--- config.mk ---
export PLATFORM = sky130hd
export DESIGN_NAME = ntmc_rot_sum
export DESIGN_NICKNAME = d
export VERILOG_FILES = /design/src/hw/rtl/node_trs_matrix_compose_core_macros.svh /design/src/hw/rtl/ntmc_pkg.sv /design/src/hw/rtl/ntmc_rot_sum.sv
export SDC_FILE = /design/constraint.sdc
export NUM_CORES = 1
export LEC_CHECK = 0
export BUFFER_PORTS_ARGS = -buffer_cell sky130_fd_sc_hd__buf_2
export CORE_AREA = 2 2 349 351
export CTS_BUF_LIST = sky130_fd_sc_hd__clkbuf_2 sky130_fd_sc_hd__clkbuf_4 sky130_fd_sc_hd__clkbuf_8
export CTS_CLUSTER_SIZE = 16
export DETAILED_ROUTE_END_ITERATION = 16
export DIE_AREA = 0 0 351 353
export HOLD_SLACK_MARGIN = 0.02
export PLACE_DENSITY = 0.44
export SYNTH_ARGS = -nofsm -noshare
export SYNTH_HDL_FRONTEND = slang
export SYNTH_SLANG_ARGS = --single-unit
--- constraint.sdc ---
create_clock -name i_clk -period 8.5 [get_ports i_clk]
set_clock_uncertainty 0.1 [all_clocks]
set_input_delay 2.125 -clock i_clk [delete_from_list [all_inputs] [get_ports i_clk]]
set_output_delay 2.125 -clock i_clk [all_outputs]
set_load 0.01 [all_outputs]
--- src/hw/rtl/node_trs_matrix_compose_core_macros.svh ---
// Assertion helpers for the transform composer.
`ifndef NODE_TRS_MATRIX_COMPOSE_CORE_MACROS_SVH
`define NODE_TRS_MATRIX_COMPOSE_CORE_MACROS_SVH

// a in this cycle implies b in the same cycle
`define NTMC_ASSERT_IMPLIES(label, clk, rst_n, a, b, msg) \
    label: assert property (@(posedge clk) disable iff (!(rst_n)) (a) |-> (b)) \
        else $error(msg);

// a in this cycle implies b a fixed number of cycles later
`define NTMC_ASSERT_DELAY(label, clk, rst_n, a, n, b, msg) \
    label: assert property (@(posedge clk) disable iff (!(rst_n)) (a) |-> ##n (b)) \
        else $error(msg);

`endif

--- src/hw/rtl/ntmc_pkg.sv ---
package ntmc_pkg;

    localparam int QW   = 16;
    localparam int TW   = 32;
    localparam int PW   = 32;
    localparam int RW   = 34;
    localparam int MW   = RW + QW;
    localparam int OW   = 24;
    localparam int FRAC_SHIFT = 24;
    localparam int LATENCY = 4;

    typedef logic signed [RW-1:0] t_rot_val;
    typedef logic signed [MW-1:0] t_mul_val;

    typedef struct packed {
        logic signed [TW-1:0] trans_x;
        logic signed [TW-1:0] trans_y;
        logic signed [TW-1:0] trans_z;
        logic signed [QW-1:0] quat_x;
        logic signed [QW-1:0] quat_y;
        logic signed [QW-1:0] quat_z;
        logic signed [QW-1:0] quat_w;
        logic                 has_rotation;
        logic signed [QW-1:0] scale_x;
        logic signed [QW-1:0] scale_y;
        logic signed [QW-1:0] scale_z;
    } t_in_item;

    typedef struct packed {
        logic signed [OW-1:0] m00;
        logic signed [OW-1:0] m01;
        logic signed [OW-1:0] m02;
        logic signed [OW-1:0] m10;
        logic signed [OW-1:0] m11;
        logic signed [OW-1:0] m12;
        logic signed [OW-1:0] m20;
        logic signed [OW-1:0] m21;
        logic signed [OW-1:0] m22;
        logic signed [TW-1:0] out_tx;
        logic signed [TW-1:0] out_ty;
        logic signed [TW-1:0] out_tz;
    } t_out_item;

    typedef struct packed {
        logic signed [TW-1:0] tx;
        logic signed [TW-1:0] ty;
        logic signed [TW-1:0] tz;
    } t_trans;

    // quaternion products
    typedef struct packed {
        logic signed [PW-1:0] xx;
        logic signed [PW-1:0] yy;
        logic signed [PW-1:0] zz;
        logic signed [PW-1:0] xy;
        logic signed [PW-1:0] xz;
        logic signed [PW-1:0] yz;
        logic signed [PW-1:0] wx;
        logic signed [PW-1:0] wy;
        logic signed [PW-1:0] wz;
        logic                 has_rot;
        logic signed [QW-1:0] sx;
        logic signed [QW-1:0] sy;
        logic signed [QW-1:0] sz;
        t_trans               trans;
    } t_prod_stage;

    // rotation matrix, column-major: index = col*3 + row
    typedef struct packed {
        t_rot_val [8:0]       r;
        logic signed [QW-1:0] sx;
        logic signed [QW-1:0] sy;
        logic signed [QW-1:0] sz;
        t_trans               trans;
    } t_rot_stage;

    typedef struct packed {
        t_mul_val [8:0] p;
        t_trans         trans;
    } t_mul_stage;

endpackage

--- src/hw/rtl/ntmc_rot_sum.sv ---
module ntmc_rot_sum (
    input  logic                  i_clk,
    input  logic                  i_rst_n,
    input  logic                  i_valid,
    input  ntmc_pkg::t_prod_stage i_stage,
    output logic                  o_valid,
    output ntmc_pkg::t_rot_stage  o_stage
);
    import ntmc_pkg::*;

    localparam t_rot_val ONE_Q28 = t_rot_val'(1) <<< 28;

    logic       r_valid;
    t_rot_stage r_stage;
    t_rot_stage n_stage;
    t_rot_val   xx, yy, zz, xy, xz, yz, wx, wy, wz;

    always_comb begin
        xx = RW'(i_stage.xx);
        yy = RW'(i_stage.yy);
        zz = RW'(i_stage.zz);
        xy = RW'(i_stage.xy);
        xz = RW'(i_stage.xz);
        yz = RW'(i_stage.yz);
        wx = RW'(i_stage.wx);
        wy = RW'(i_stage.wy);
        wz = RW'(i_stage.wz);
        if (i_stage.has_rot) begin
            n_stage.r[0] = ONE_Q28 - ((yy + zz) <<< 1);
            n_stage.r[1] = (xy + wz) <<< 1;
            n_stage.r[2] = (xz - wy) <<< 1;
            n_stage.r[3] = (xy - wz) <<< 1;
            n_stage.r[4] = ONE_Q28 - ((xx + zz) <<< 1);
            n_stage.r[5] = (yz + wx) <<< 1;
            n_stage.r[6] = (xz + wy) <<< 1;
            n_stage.r[7] = (yz - wx) <<< 1;
            n_stage.r[8] = ONE_Q28 - ((xx + yy) <<< 1);
        end else begin
            n_stage.r    = '0;
            n_stage.r[0] = ONE_Q28;
            n_stage.r[4] = ONE_Q28;
            n_stage.r[8] = ONE_Q28;
        end
        n_stage.sx    = i_stage.sx;
        n_stage.sy    = i_stage.sy;
        n_stage.sz    = i_stage.sz;
        n_stage.trans = i_stage.trans;
    end

    always_ff @(posedge i_clk) begin
        if (!i_rst_n) begin
            r_valid <= 1'b0;
        end else begin
            r_valid <= i_valid;
        end
    end

    always_ff @(posedge i_clk) begin
        if (i_valid) begin
            r_stage <= n_stage;
        end
    end

    assign o_valid = r_valid;
    assign o_stage = r_stage;

endmodule

==> results.toml <==
[status]
status = "finished, final reports clean"

[global_route]
first_global_vias = 26460
antenna_found_initial = 40
overflow = 0
grt_max_degree = 162
grt_pass1_wl_mm = 176.2
grt_usage_pct = 19.26

[finish]
nFillCells = 12860
multiInputGateArea_um2 = 15880
regArea_um2 = 13170
layout-drive-gt1-share_pct = 26.60
fin_nets = 4696
syn2layout_area_growth_pct = 26.60

[detailed_routing]
drc = 0
viasPerCell = 4.685
wirelength_mm = 123.8
wl_per_cell_um = 21.83
first_pass_iters = 5
vias = 26570
drtAntennaViolNets = 0
dr.first_iter.drc_count = 1458

[synth]
synthCells = 3092
ys_ff_latch = 439
synth.avg_cell_area_um2 = 9.834
yosysSeqAreaShare_pct = 43.32
synth_edf_count = 438
syn-cell-area_um2 = 30410
async_reset_ff_share_pct = 0
synthFlopType = "edfxtp_1"
ys_warn_count = 0
ys_types = 94

[power_and_ir_drop]
switching_share_pct = 34.07
p_leak_nw = 16.77
p_total_mw = 7.400
power.switching_mw = 2.521
p_int_mw = 4.879
powerDensity_nw_per_um2 = 192.2
ir_drop_mv = 0.1000
clkPwrFrac_pct = 34.3
p_comb_share_pct = 28.5
p_seq_share_pct = 37.2

[job]
drv_cap = 0

[worst_setup_path]
endpoint_kind = "register"
worstPathArrival_ns = 6.56
cp_max_fo = 7
cp.required_ns = 8.89
critPathLaunchType = "primary input"
critical_path_class = "primary input to register"

[floorplan]
ioPinCount = 887
die-height_um = 353
core-area_um2 = 120600
die_w_um = 351
initial_core_util_pct = 25.21
rows = 128
die-area_um2 = 123900

[sta]
worstMarginPinSlew_ns = 1.020
setup_viol = 0
slew_headroom_pct = 32.00
rsz0062_at_grt = "no"
fin_crit_sh_pct = 72.60
setup-tns-final_ns = 0
clock.fmax_mhz = 162.0
holdWs_ns = 1.402
maxSlewViolCount = 0
final-hold-violation-count = 0
post-route-min-period_ns = 6.171

[clock_tree]
cts_tree = "done"
cts_hold_buf = 0
cts_made_buffers = 91
cts_sinks = 439
clk_path_buf_depth = 3
htreeDepth = 3
ctsRootBufferMaster = "clkbuf_8"
post-cts-setup-buffers = 0
clk_pin_slew_worst_paths_ns = 0.06
cts_resized = 0

[placed_design]
port_buffers = 877
dp_hpwl_mm = 100.3
gp_congestion = 0.8987

[hold_path]
holdCritPathClass = "primary input to register"
[routing by layer]
layer  wire (um)  GRT usage [%]  vias up
li1            -              -    12920
met1       47750          21.19    12630
met2       62740          35.07      778
met3       10060          6.226      189
met4        2880          5.348       54
met5         347              0        -
[metrics by stage]
stage               cell area [um^2]  std cells  utilization, %  setup slack, ns
floorplan                      30440       3100               -            2.659
global placement               36490       5492           30.26            1.561
detailed placement             36490       5492           30.26            1.533
CTS                            38470       5662           31.90            2.424
global route                   38480       5664           31.90            2.058
finish                         38490       5671           31.92            2.329
[flip-flops by register name (all words and copies together), names as in the netlist]
name / cells
o_valid: 1
o_stage: 438
[power groups by stage]
stage / combinational (mW) / clock [mW] / sequential (mW)
2_1_floorplan: 1.14 / 0 / 2.91
3_3_place_gp: 2.13 / 0 / 2.80
3_5_place_dp: 2.12 / 0 / 2.79
4_1_cts: 2.13 / 2.64 / 2.76
5_1_grt: 2.32 / 2.72 / 2.77
6_report: 2.11 / 2.54 / 2.75
[Yosys cell counts, types with 10 or more instances]
master	n	share of area (%)
o311ai_0	10	0.29
inv_1	233	2.9
buf_2	10	0.16
a21oi_1	254	4.2
nor2b_1	29	0.60
clkbuf_1	97	1.2
and2_1	35	0.72
o211ai_1	23	0.57
a211oi_1	29	0.72
edfxtp_1	438	43
nor4_1	21	0.43
nand2b_1	43	0.88
o31ai_1	20	0.49
nand4_1	23	0.47
xnor2_1	179	5.2
nand2_1	132	1.6
or3_1	26	0.53
o21ai_0	129	2.1
nand3_1	45	0.74
buf_4	12	0.30
nor3b_1	18	0.44
nor3_1	80	1.3
and3_1	39	0.80
xor2_1	92	2.7
o21bai_1	48	1.2
mux2i_1	14	0.46
ha_1	291	12
nor2_1	412	5.1
o41ai_1	11	0.32
a21o_1	77	1.9
o21a_1	25	0.62
a31oi_1	22	0.45
[path summary, 6_finish.rpt]
path                    startpoint      endpoint  cells after the start
worst max-delay path  i_stage[337]  o_stage[312]                     16
worst min-delay path  i_stage[129]  o_stage[129]                      1
[logic make-up (layout without fill, tap and decap cells)]
kind of cell | Yosys count | count (layout) | share of synthesized area [%]
mux | 17 | 17 | 0.5720
other cells | 1 | 18 | 0.01233
flops | 439 | 439 | 43.32
xor+xnor | 271 | 271 | 7.806
compound gates | 766 | 766 | 16.35
buf+inv | 354 | 1291 | 4.560
simple gates | 944 | 944 | 14.81
fa+ha+maj | 300 | 300 | 12.57
[cell usage in the layout (no fill, tap or decap), types with 48 or more instances in the layout]
cell type	n
nor3_1	80
xnor2_1	179
xor2_1	92
a21oi_1	254
nand2_1	132
edfxtp_1	438
buf_2	875
o21bai_1	48
ha_1	291
o21ai_0	129
clkbuf_8	91
a21o_1	77
nor2_1	412
inv_1	232
[worst max-delay path: stages]
cell	delay [ns]
buf_2	0.09
ha_1	0.21
inv_1	0.07
fa_1	0.39
nand2b_1	0.21
a21oi_1	0.30
o21ai_0	0.14
a211oi_1	0.72
o21ai_1	0.28
nand2_1	0.15
xor2_1	0.13
nor4_1	0.65
and4_1	0.45
a31oi_1	0.22
nor4_1	0.31
nor3_1	0.09
[layout make-up]
type | instances | share of cell area [%]
clock inverters | 62 | 1.570
repair buffers | 888 | 11.75
flip-flops and latches | 439 | 34.22
multi-input cells | 2307 | 41.24
clock buffers | 108 | 3.585
well taps | 1625 | 5.282
inverters | 233 | 2.292
diodes | 9 | 0.05851
Power figures use the tool's default switching activity.
