## src/hw/rtl/node_trs_matrix_compose_core_macros.svh

```systemverilog
// Assertion helpers for the transform composer.
`ifndef NODE_TRS_MATRIX_COMPOSE_CORE_MACROS_SVH
`define NODE_TRS_MATRIX_COMPOSE_CORE_MACROS_SVH

// a in this cycle implies b in the same cycle
`define NTMC_ASSERT_IMPLIES(label, clk, rst_n, a, b, msg) \
    label: assert property (@(posedge clk) disable iff (!(rst_n)) (a) |-> (b)) \
        else $error(msg);

// a in this cycle implies b a fixed number of cycles later
`define NTMC_ASSERT_DELAY(label, clk, rst_n, a, n, b, msg) \
    label: assert property (@(posedge clk) disable iff (!(rst_n)) (a) |-> ##n (b)) \
        else $error(msg);

`endif

```

## src/hw/rtl/ntmc_pkg.sv

```systemverilog
package ntmc_pkg;

    localparam int QW   = 16;
    localparam int TW   = 32;
    localparam int PW   = 32;
    localparam int RW   = 34;
    localparam int MW   = RW + QW;
    localparam int OW   = 24;
    localparam int FRAC_SHIFT = 24;
    localparam int LATENCY = 4;

    typedef logic signed [RW-1:0] t_rot_val;
    typedef logic signed [MW-1:0] t_mul_val;

    typedef struct packed {
        logic signed [TW-1:0] trans_x;
        logic signed [TW-1:0] trans_y;
        logic signed [TW-1:0] trans_z;
        logic signed [QW-1:0] quat_x;
        logic signed [QW-1:0] quat_y;
        logic signed [QW-1:0] quat_z;
        logic signed [QW-1:0] quat_w;
        logic                 has_rotation;
        logic signed [QW-1:0] scale_x;
        logic signed [QW-1:0] scale_y;
        logic signed [QW-1:0] scale_z;
    } t_in_item;

    typedef struct packed {
        logic signed [OW-1:0] m00;
        logic signed [OW-1:0] m01;
        logic signed [OW-1:0] m02;
        logic signed [OW-1:0] m10;
        logic signed [OW-1:0] m11;
        logic signed [OW-1:0] m12;
        logic signed [OW-1:0] m20;
        logic signed [OW-1:0] m21;
        logic signed [OW-1:0] m22;
        logic signed [TW-1:0] out_tx;
        logic signed [TW-1:0] out_ty;
        logic signed [TW-1:0] out_tz;
    } t_out_item;

    typedef struct packed {
        logic signed [TW-1:0] tx;
        logic signed [TW-1:0] ty;
        logic signed [TW-1:0] tz;
    } t_trans;

    // quaternion products
    typedef struct packed {
        logic signed [PW-1:0] xx;
        logic signed [PW-1:0] yy;
        logic signed [PW-1:0] zz;
        logic signed [PW-1:0] xy;
        logic signed [PW-1:0] xz;
        logic signed [PW-1:0] yz;
        logic signed [PW-1:0] wx;
        logic signed [PW-1:0] wy;
        logic signed [PW-1:0] wz;
        logic                 has_rot;
        logic signed [QW-1:0] sx;
        logic signed [QW-1:0] sy;
        logic signed [QW-1:0] sz;
        t_trans               trans;
    } t_prod_stage;

    // rotation matrix, column-major: index = col*3 + row
    typedef struct packed {
        t_rot_val [8:0]       r;
        logic signed [QW-1:0] sx;
        logic signed [QW-1:0] sy;
        logic signed [QW-1:0] sz;
        t_trans               trans;
    } t_rot_stage;

    typedef struct packed {
        t_mul_val [8:0] p;
        t_trans         trans;
    } t_mul_stage;

endpackage

```

## src/hw/rtl/ntmc_round_sat.sv

```systemverilog
module ntmc_round_sat (
    input  logic                 i_clk,
    input  logic                 i_rst_n,
    input  logic                 i_valid,
    input  ntmc_pkg::t_mul_stage i_stage,
    output logic                 o_valid,
    output ntmc_pkg::t_out_item  o_result
);
    import ntmc_pkg::*;

    localparam int QTW = MW - FRAC_SHIFT;
    localparam t_mul_val HALF_LSB = t_mul_val'(1) <<< (FRAC_SHIFT - 1);
    localparam logic signed [OW-1:0] OUT_MAX = {1'b0, {(OW-1){1'b1}}};
    localparam logic signed [OW-1:0] OUT_MIN = {1'b1, {(OW-1){1'b0}}};

    logic                 r_valid;
    t_out_item            r_result;
    t_out_item            n_result;
    logic signed [OW-1:0] m [9];
    t_mul_val             v;
    logic signed [QTW-1:0] q;

    always_comb begin
        for (int i = 0; i < 9; i++) begin
            v = $signed(i_stage.p[i]) + HALF_LSB;
            q = QTW'(v >>> FRAC_SHIFT);
            if (q[QTW-1:OW-1] == {(QTW-OW+1){1'b0}} ||
                q[QTW-1:OW-1] == {(QTW-OW+1){1'b1}}) begin
                m[i] = q[OW-1:0];
            end else if (q[QTW-1]) begin
                m[i] = OUT_MIN;
            end else begin
                m[i] = OUT_MAX;
            end
        end
        n_result.m00    = m[0];
        n_result.m01    = m[1];
        n_result.m02    = m[2];
        n_result.m10    = m[3];
        n_result.m11    = m[4];
        n_result.m12    = m[5];
        n_result.m20    = m[6];
        n_result.m21    = m[7];
        n_result.m22    = m[8];
        n_result.out_tx = i_stage.trans.tx;
        n_result.out_ty = i_stage.trans.ty;
        n_result.out_tz = i_stage.trans.tz;
    end

    always_ff @(posedge i_clk) begin
        if (!i_rst_n) begin
            r_valid <= 1'b0;
        end else begin
            r_valid <= i_valid;
        end
    end

    always_ff @(posedge i_clk) begin
        if (i_valid) begin
            r_result <= n_result;
        end
    end

    assign o_valid  = r_valid;
    assign o_result = r_result;

endmodule

```

## config.mk

```make
export PLATFORM = sky130hd
export DESIGN_NAME = ntmc_round_sat
export DESIGN_NICKNAME = d
export VERILOG_FILES = /design/src/hw/rtl/node_trs_matrix_compose_core_macros.svh /design/src/hw/rtl/ntmc_pkg.sv /design/src/hw/rtl/ntmc_round_sat.sv
export SDC_FILE = /design/constraint.sdc
export NUM_CORES = 1
export LEC_CHECK = 0
export BUFFER_PORTS_ARGS = -buffer_cell sky130_fd_sc_hd__buf_2
export CORE_AREA = 3 3 333 335
export CTS_BUF_LIST = sky130_fd_sc_hd__clkbuf_8
export DETAILED_ROUTE_END_ITERATION = 7
export DIE_AREA = 0 0 336 338
export GPL_TIMING_DRIVEN = 0
export PLACE_DENSITY = 0.42
export SLEW_MARGIN = 20
export SYNTH_ARGS = -nofsm -noshare
export SYNTH_HDL_FRONTEND = slang
export SYNTH_SLANG_ARGS = --single-unit
```

## constraint.sdc

```tcl
create_clock -name i_clk -period 4.7 [get_ports i_clk]
set_clock_uncertainty 0.05 [all_clocks]
set_input_delay 0.47 -clock i_clk [delete_from_list [all_inputs] [get_ports i_clk]]
set_output_delay 0.47 -clock i_clk [all_outputs]
set_load 0.1 [all_outputs]
```

==> reports/metrics.csv <==
stage,metric,value,unit
floorplanning,die area,114000,um^2
cells_and_area,final net count,2737,
floorplanning,I/O pin cnt,862,
setup_path,worst path required time,5080,ps
sta,RSZ-0062 raised after global routing,no,
placement,Placed Cells,3425,
clocking,H-tree lvl count,3,
global_routing,largest net degree at the start of global routing,90,
clocking,clock sink total,313,
clocking,clk buf depth,3,
floorplanning,core area,108000,um^2
placement,Placed Area,21000,um^2
cells_and_area,final std cells w/o fill,3655,
sta,minimum clock period,2820,ps
clocking,CTS root buffer,clkbuf_8,
logic_synthesis,Post-Synthesis Net Count,1914,
power_and_ir_drop,Power Density,397,nW/um^2
setup_path,Setup crit start kind,input pin,
detailed_routing,via count,14100,
detailed_routing,DRC violations left,0,
hold_path,hold crit path type,in2reg,
logic_synthesis,largest area contributor in the netlist,edfxtp_1,
detailed_routing,post-DR wirelength/cell,18.6,um
global_routing,first-pass GRT wire length,94.9,mm
detailed_routing,remaining antenna violation count after routing,0,
logic_synthesis,count of different cell masters after synthesis,73,
floorplanning,die height,338,um
detailed_routing,first drt pass iteration count,6,
sta,post-route setup slack,1880,ps
hold_path,hold_sp,i_stage[342],
logic_synthesis,Cells after Synth,1356,
logic_synthesis,Post-synth top flop,edfxtp_1,
clocking,CTS tree,done,
setup_path,Setup crit end kind,flip-flop,
placement,post-DP HPWL,53.5,mm
sta,Worst Tran Pin Value,1130,ps
cells_and_area,P&R area growth vs syn,46.5,%
sta,Setup TNS,0,ps
setup_path,CP Max Fanout,10,
logic_synthesis,register area share after synthesis,59.3,%
detailed_routing,Final Routed Wirelength,67.9,mm
detailed_routing,initial DRC count,582,
global_routing,GRT Util Overall,11.3,%
power_and_ir_drop,total power,9.21,mW
logic_synthesis,synth top area cells,"edfxtp_1 (59%), xor2_1 (6.9%), xnor2_1 (4.6%), a21oi_1 (4.6%), nand3_1 (3.0%)",
logic_synthesis,Mean Syn Cell Area,11.7,um^2
power_and_ir_drop,peak supply drop,0.234,mV
sta,Setup Viol. Count Final,0,
sta,Final Hold Vio Count,0,
clocking,clk slew on worst S/H paths,60,ps
hold_path,hold worst-path end,o_result[214],
sta,fmax,355,MHz
logic_synthesis,Synth Cell Area,15800,um^2
logic_synthesis,"flops & latches, synth",313,
placement,Placement Setup Slack,1250,ps
sta,Slew Limit Headroom,23.7,%
setup_path,CP arrival,3200,ps
sta,final period utilization,59.9,%
floorplanning,die width,336,um
cells_and_area,number of fill cells,11900,
cells_and_area,final core utilization,21.4,%
placement,GPL Wtd Cong,0.870,
logic_synthesis,top-area cell type share of the netlist area,59.2,%
global_routing,overflow left after global routing,0,
power_and_ir_drop,Leak,8.79,nW
status,status,finished clean,
sta,Min Hold Slack,154,ps
global_routing,initial antenna violation count,21,
logic_synthesis,Post-synth ARST share,0,%
cells_and_area,Sequential Area,9390,um^2
floorplanning,starting density of the core,14.6,%
hold_path,Hold Path Stages,3,
global_routing,vias in the first global route,14200,
clocking,clock buffer count from CTS,67,
clocking,Setup Buffers After CTS,0,
floorplanning,Row Count,121,
cells_and_area,Final Cell Area,23200,um^2
sta,"Slew Viols, Final",0,
logic_synthesis,"EDFF count, synth",312,
placement,Port Buffers,652,
job,Max-cap violations,0,
logic_synthesis,Yosys warnings,0,
setup_path,Setup CP Type,in2reg,
cells_and_area,area of the multi-input gates,6100,um^2
detailed_routing,via/cell ratio,3.84,
cells_and_area,share of cells above drive strength 1,35.3,%
## cell usage after synthesis, types with 3 or more instances
| library cell | n |
|---|---|
| a211oi_1 | 4 |
| a21o_1 | 4 |
| a21oi_1 | 144 |
| a311o_1 | 3 |
| a31oi_1 | 6 |
| and2_1 | 16 |
| and3_1 | 45 |
| and4_1 | 18 |
| buf_2 | 13 |
| buf_4 | 4 |
| buf_6 | 3 |
| clkbuf_1 | 25 |
| clkbuf_2 | 3 |
| edfxtp_1 | 312 |
| ha_1 | 9 |
| inv_1 | 27 |
| nand2_1 | 99 |
| nand2b_1 | 8 |
| nand3_1 | 94 |
| nand3_2 | 3 |
| nand3b_1 | 5 |
| nand4_1 | 53 |
| nor2_1 | 54 |
| nor2b_1 | 5 |
| nor3_1 | 30 |
| nor4_1 | 17 |
| nor4_2 | 3 |
| o211ai_1 | 3 |
| o21ai_0 | 75 |
| o21ai_2 | 3 |
| o31ai_1 | 3 |
| or2_2 | 3 |
| or3_1 | 3 |
| or4_1 | 5 |
| xnor2_1 | 84 |
| xor2_1 | 124 |
## where the power goes
group / internal [mW] / leakage [nW] / switching [mW]
Sequential: 3.38 / 3.06 / 0.0678
Clock: 1.42 / 0.677 / 1.38
Combinational: 0.483 / 5.06 / 2.49
Total: 5.28 / 8.79 / 3.93
## flip-flops by register name (all words and copies together) (netlist names)
register,count
o_result,312
o_valid,1
## cell type report
type                       count  area share (%)
sequential                   313            40.5
inverter                      27           0.437
multi-input combinational    967            26.3
clock buffer                  68            4.04
clock inverter                53            1.21
tap                         1414            7.63
buffer                        49            1.04
antenna                       10           0.108
timing repair buffer         754            18.7
## kinds of logic (layout without fill, tap and decap cells)
logic type	count (synthesis)	after routing	share of synthesized area [%]
multiplexers	3	3	0.198
AND/OR/NAND/NOR	474	474	16.3
flip-flops	313	313	59.3
XOR/XNOR	208	208	11.5
buffers and inverters	76	951	2.17
AO/OA/AOI/OAI	273	273	9.81
other	0	10	0
adder cells (fa/ha/maj)	9	9	0.711
## worst max path at each step
stage / startpoint / end / cells after the start
final: i_stage[169] / o_result[279] / 9
after global routing: i_stage[169] / o_result[279] / 9
after CTS: i_stage[169] / o_result[279] / 9
after detailed placement: i_stage[169] / o_result[281] / 9
after global placement: i_valid / o_result[268] / 1
after floorplan: i_stage[169] / o_result[264] / 8
## layout by cell type, fill, tap and decap left out, types with 17 or more instances in the layout
master,netlist,routed
nor2_1,54,54
nand4_1,53,53
inv_1,27,42
nand3_1,94,94
clkbuf_1,25,25
o21ai_0,75,75
and3_1,45,45
and4_1,18,18
nor4_1,17,17
xor2_1,124,124
nor3_1,30,30
xnor2_1,84,84
dlygate4sd3_1,0,99
buf_2,13,664
nand2_1,99,99
clkinv_1,0,22
clkbuf_8,0,68
edfxtp_1,312,312
a21oi_1,144,144
## metal layers
| layer | vias up | GRT usage (%) | share of wire [%] |
|---|---|---|---|
| met5 | - | 0 | 0.14 |
| met3 | 109 | 4.26 | 8.6 |
| li1 | 6780 | - | - |
| met2 | 508 | 18.7 | 47 |
| met4 | 14 | 4.51 | 2.7 |
| met1 | 6641 | 13.3 | 41 |
## worst max-delay path, cell delays in order
cell and delay [ps]:
buf_2 110, ha_1 240, nand3_1 150, nor4_2 500
nand4_1 170, xor2_1 680, nand2_1 310, buf_2 270
a21oi_1 290
## what timing repair did
item	in CTS	in global routing
hold buffers	99	0
gates resized for setup	0	0
endpoints found under the hold margin	99	0
setup endpoints to repair	0	0
Note: power is estimated with default switching activity, not from simulation.
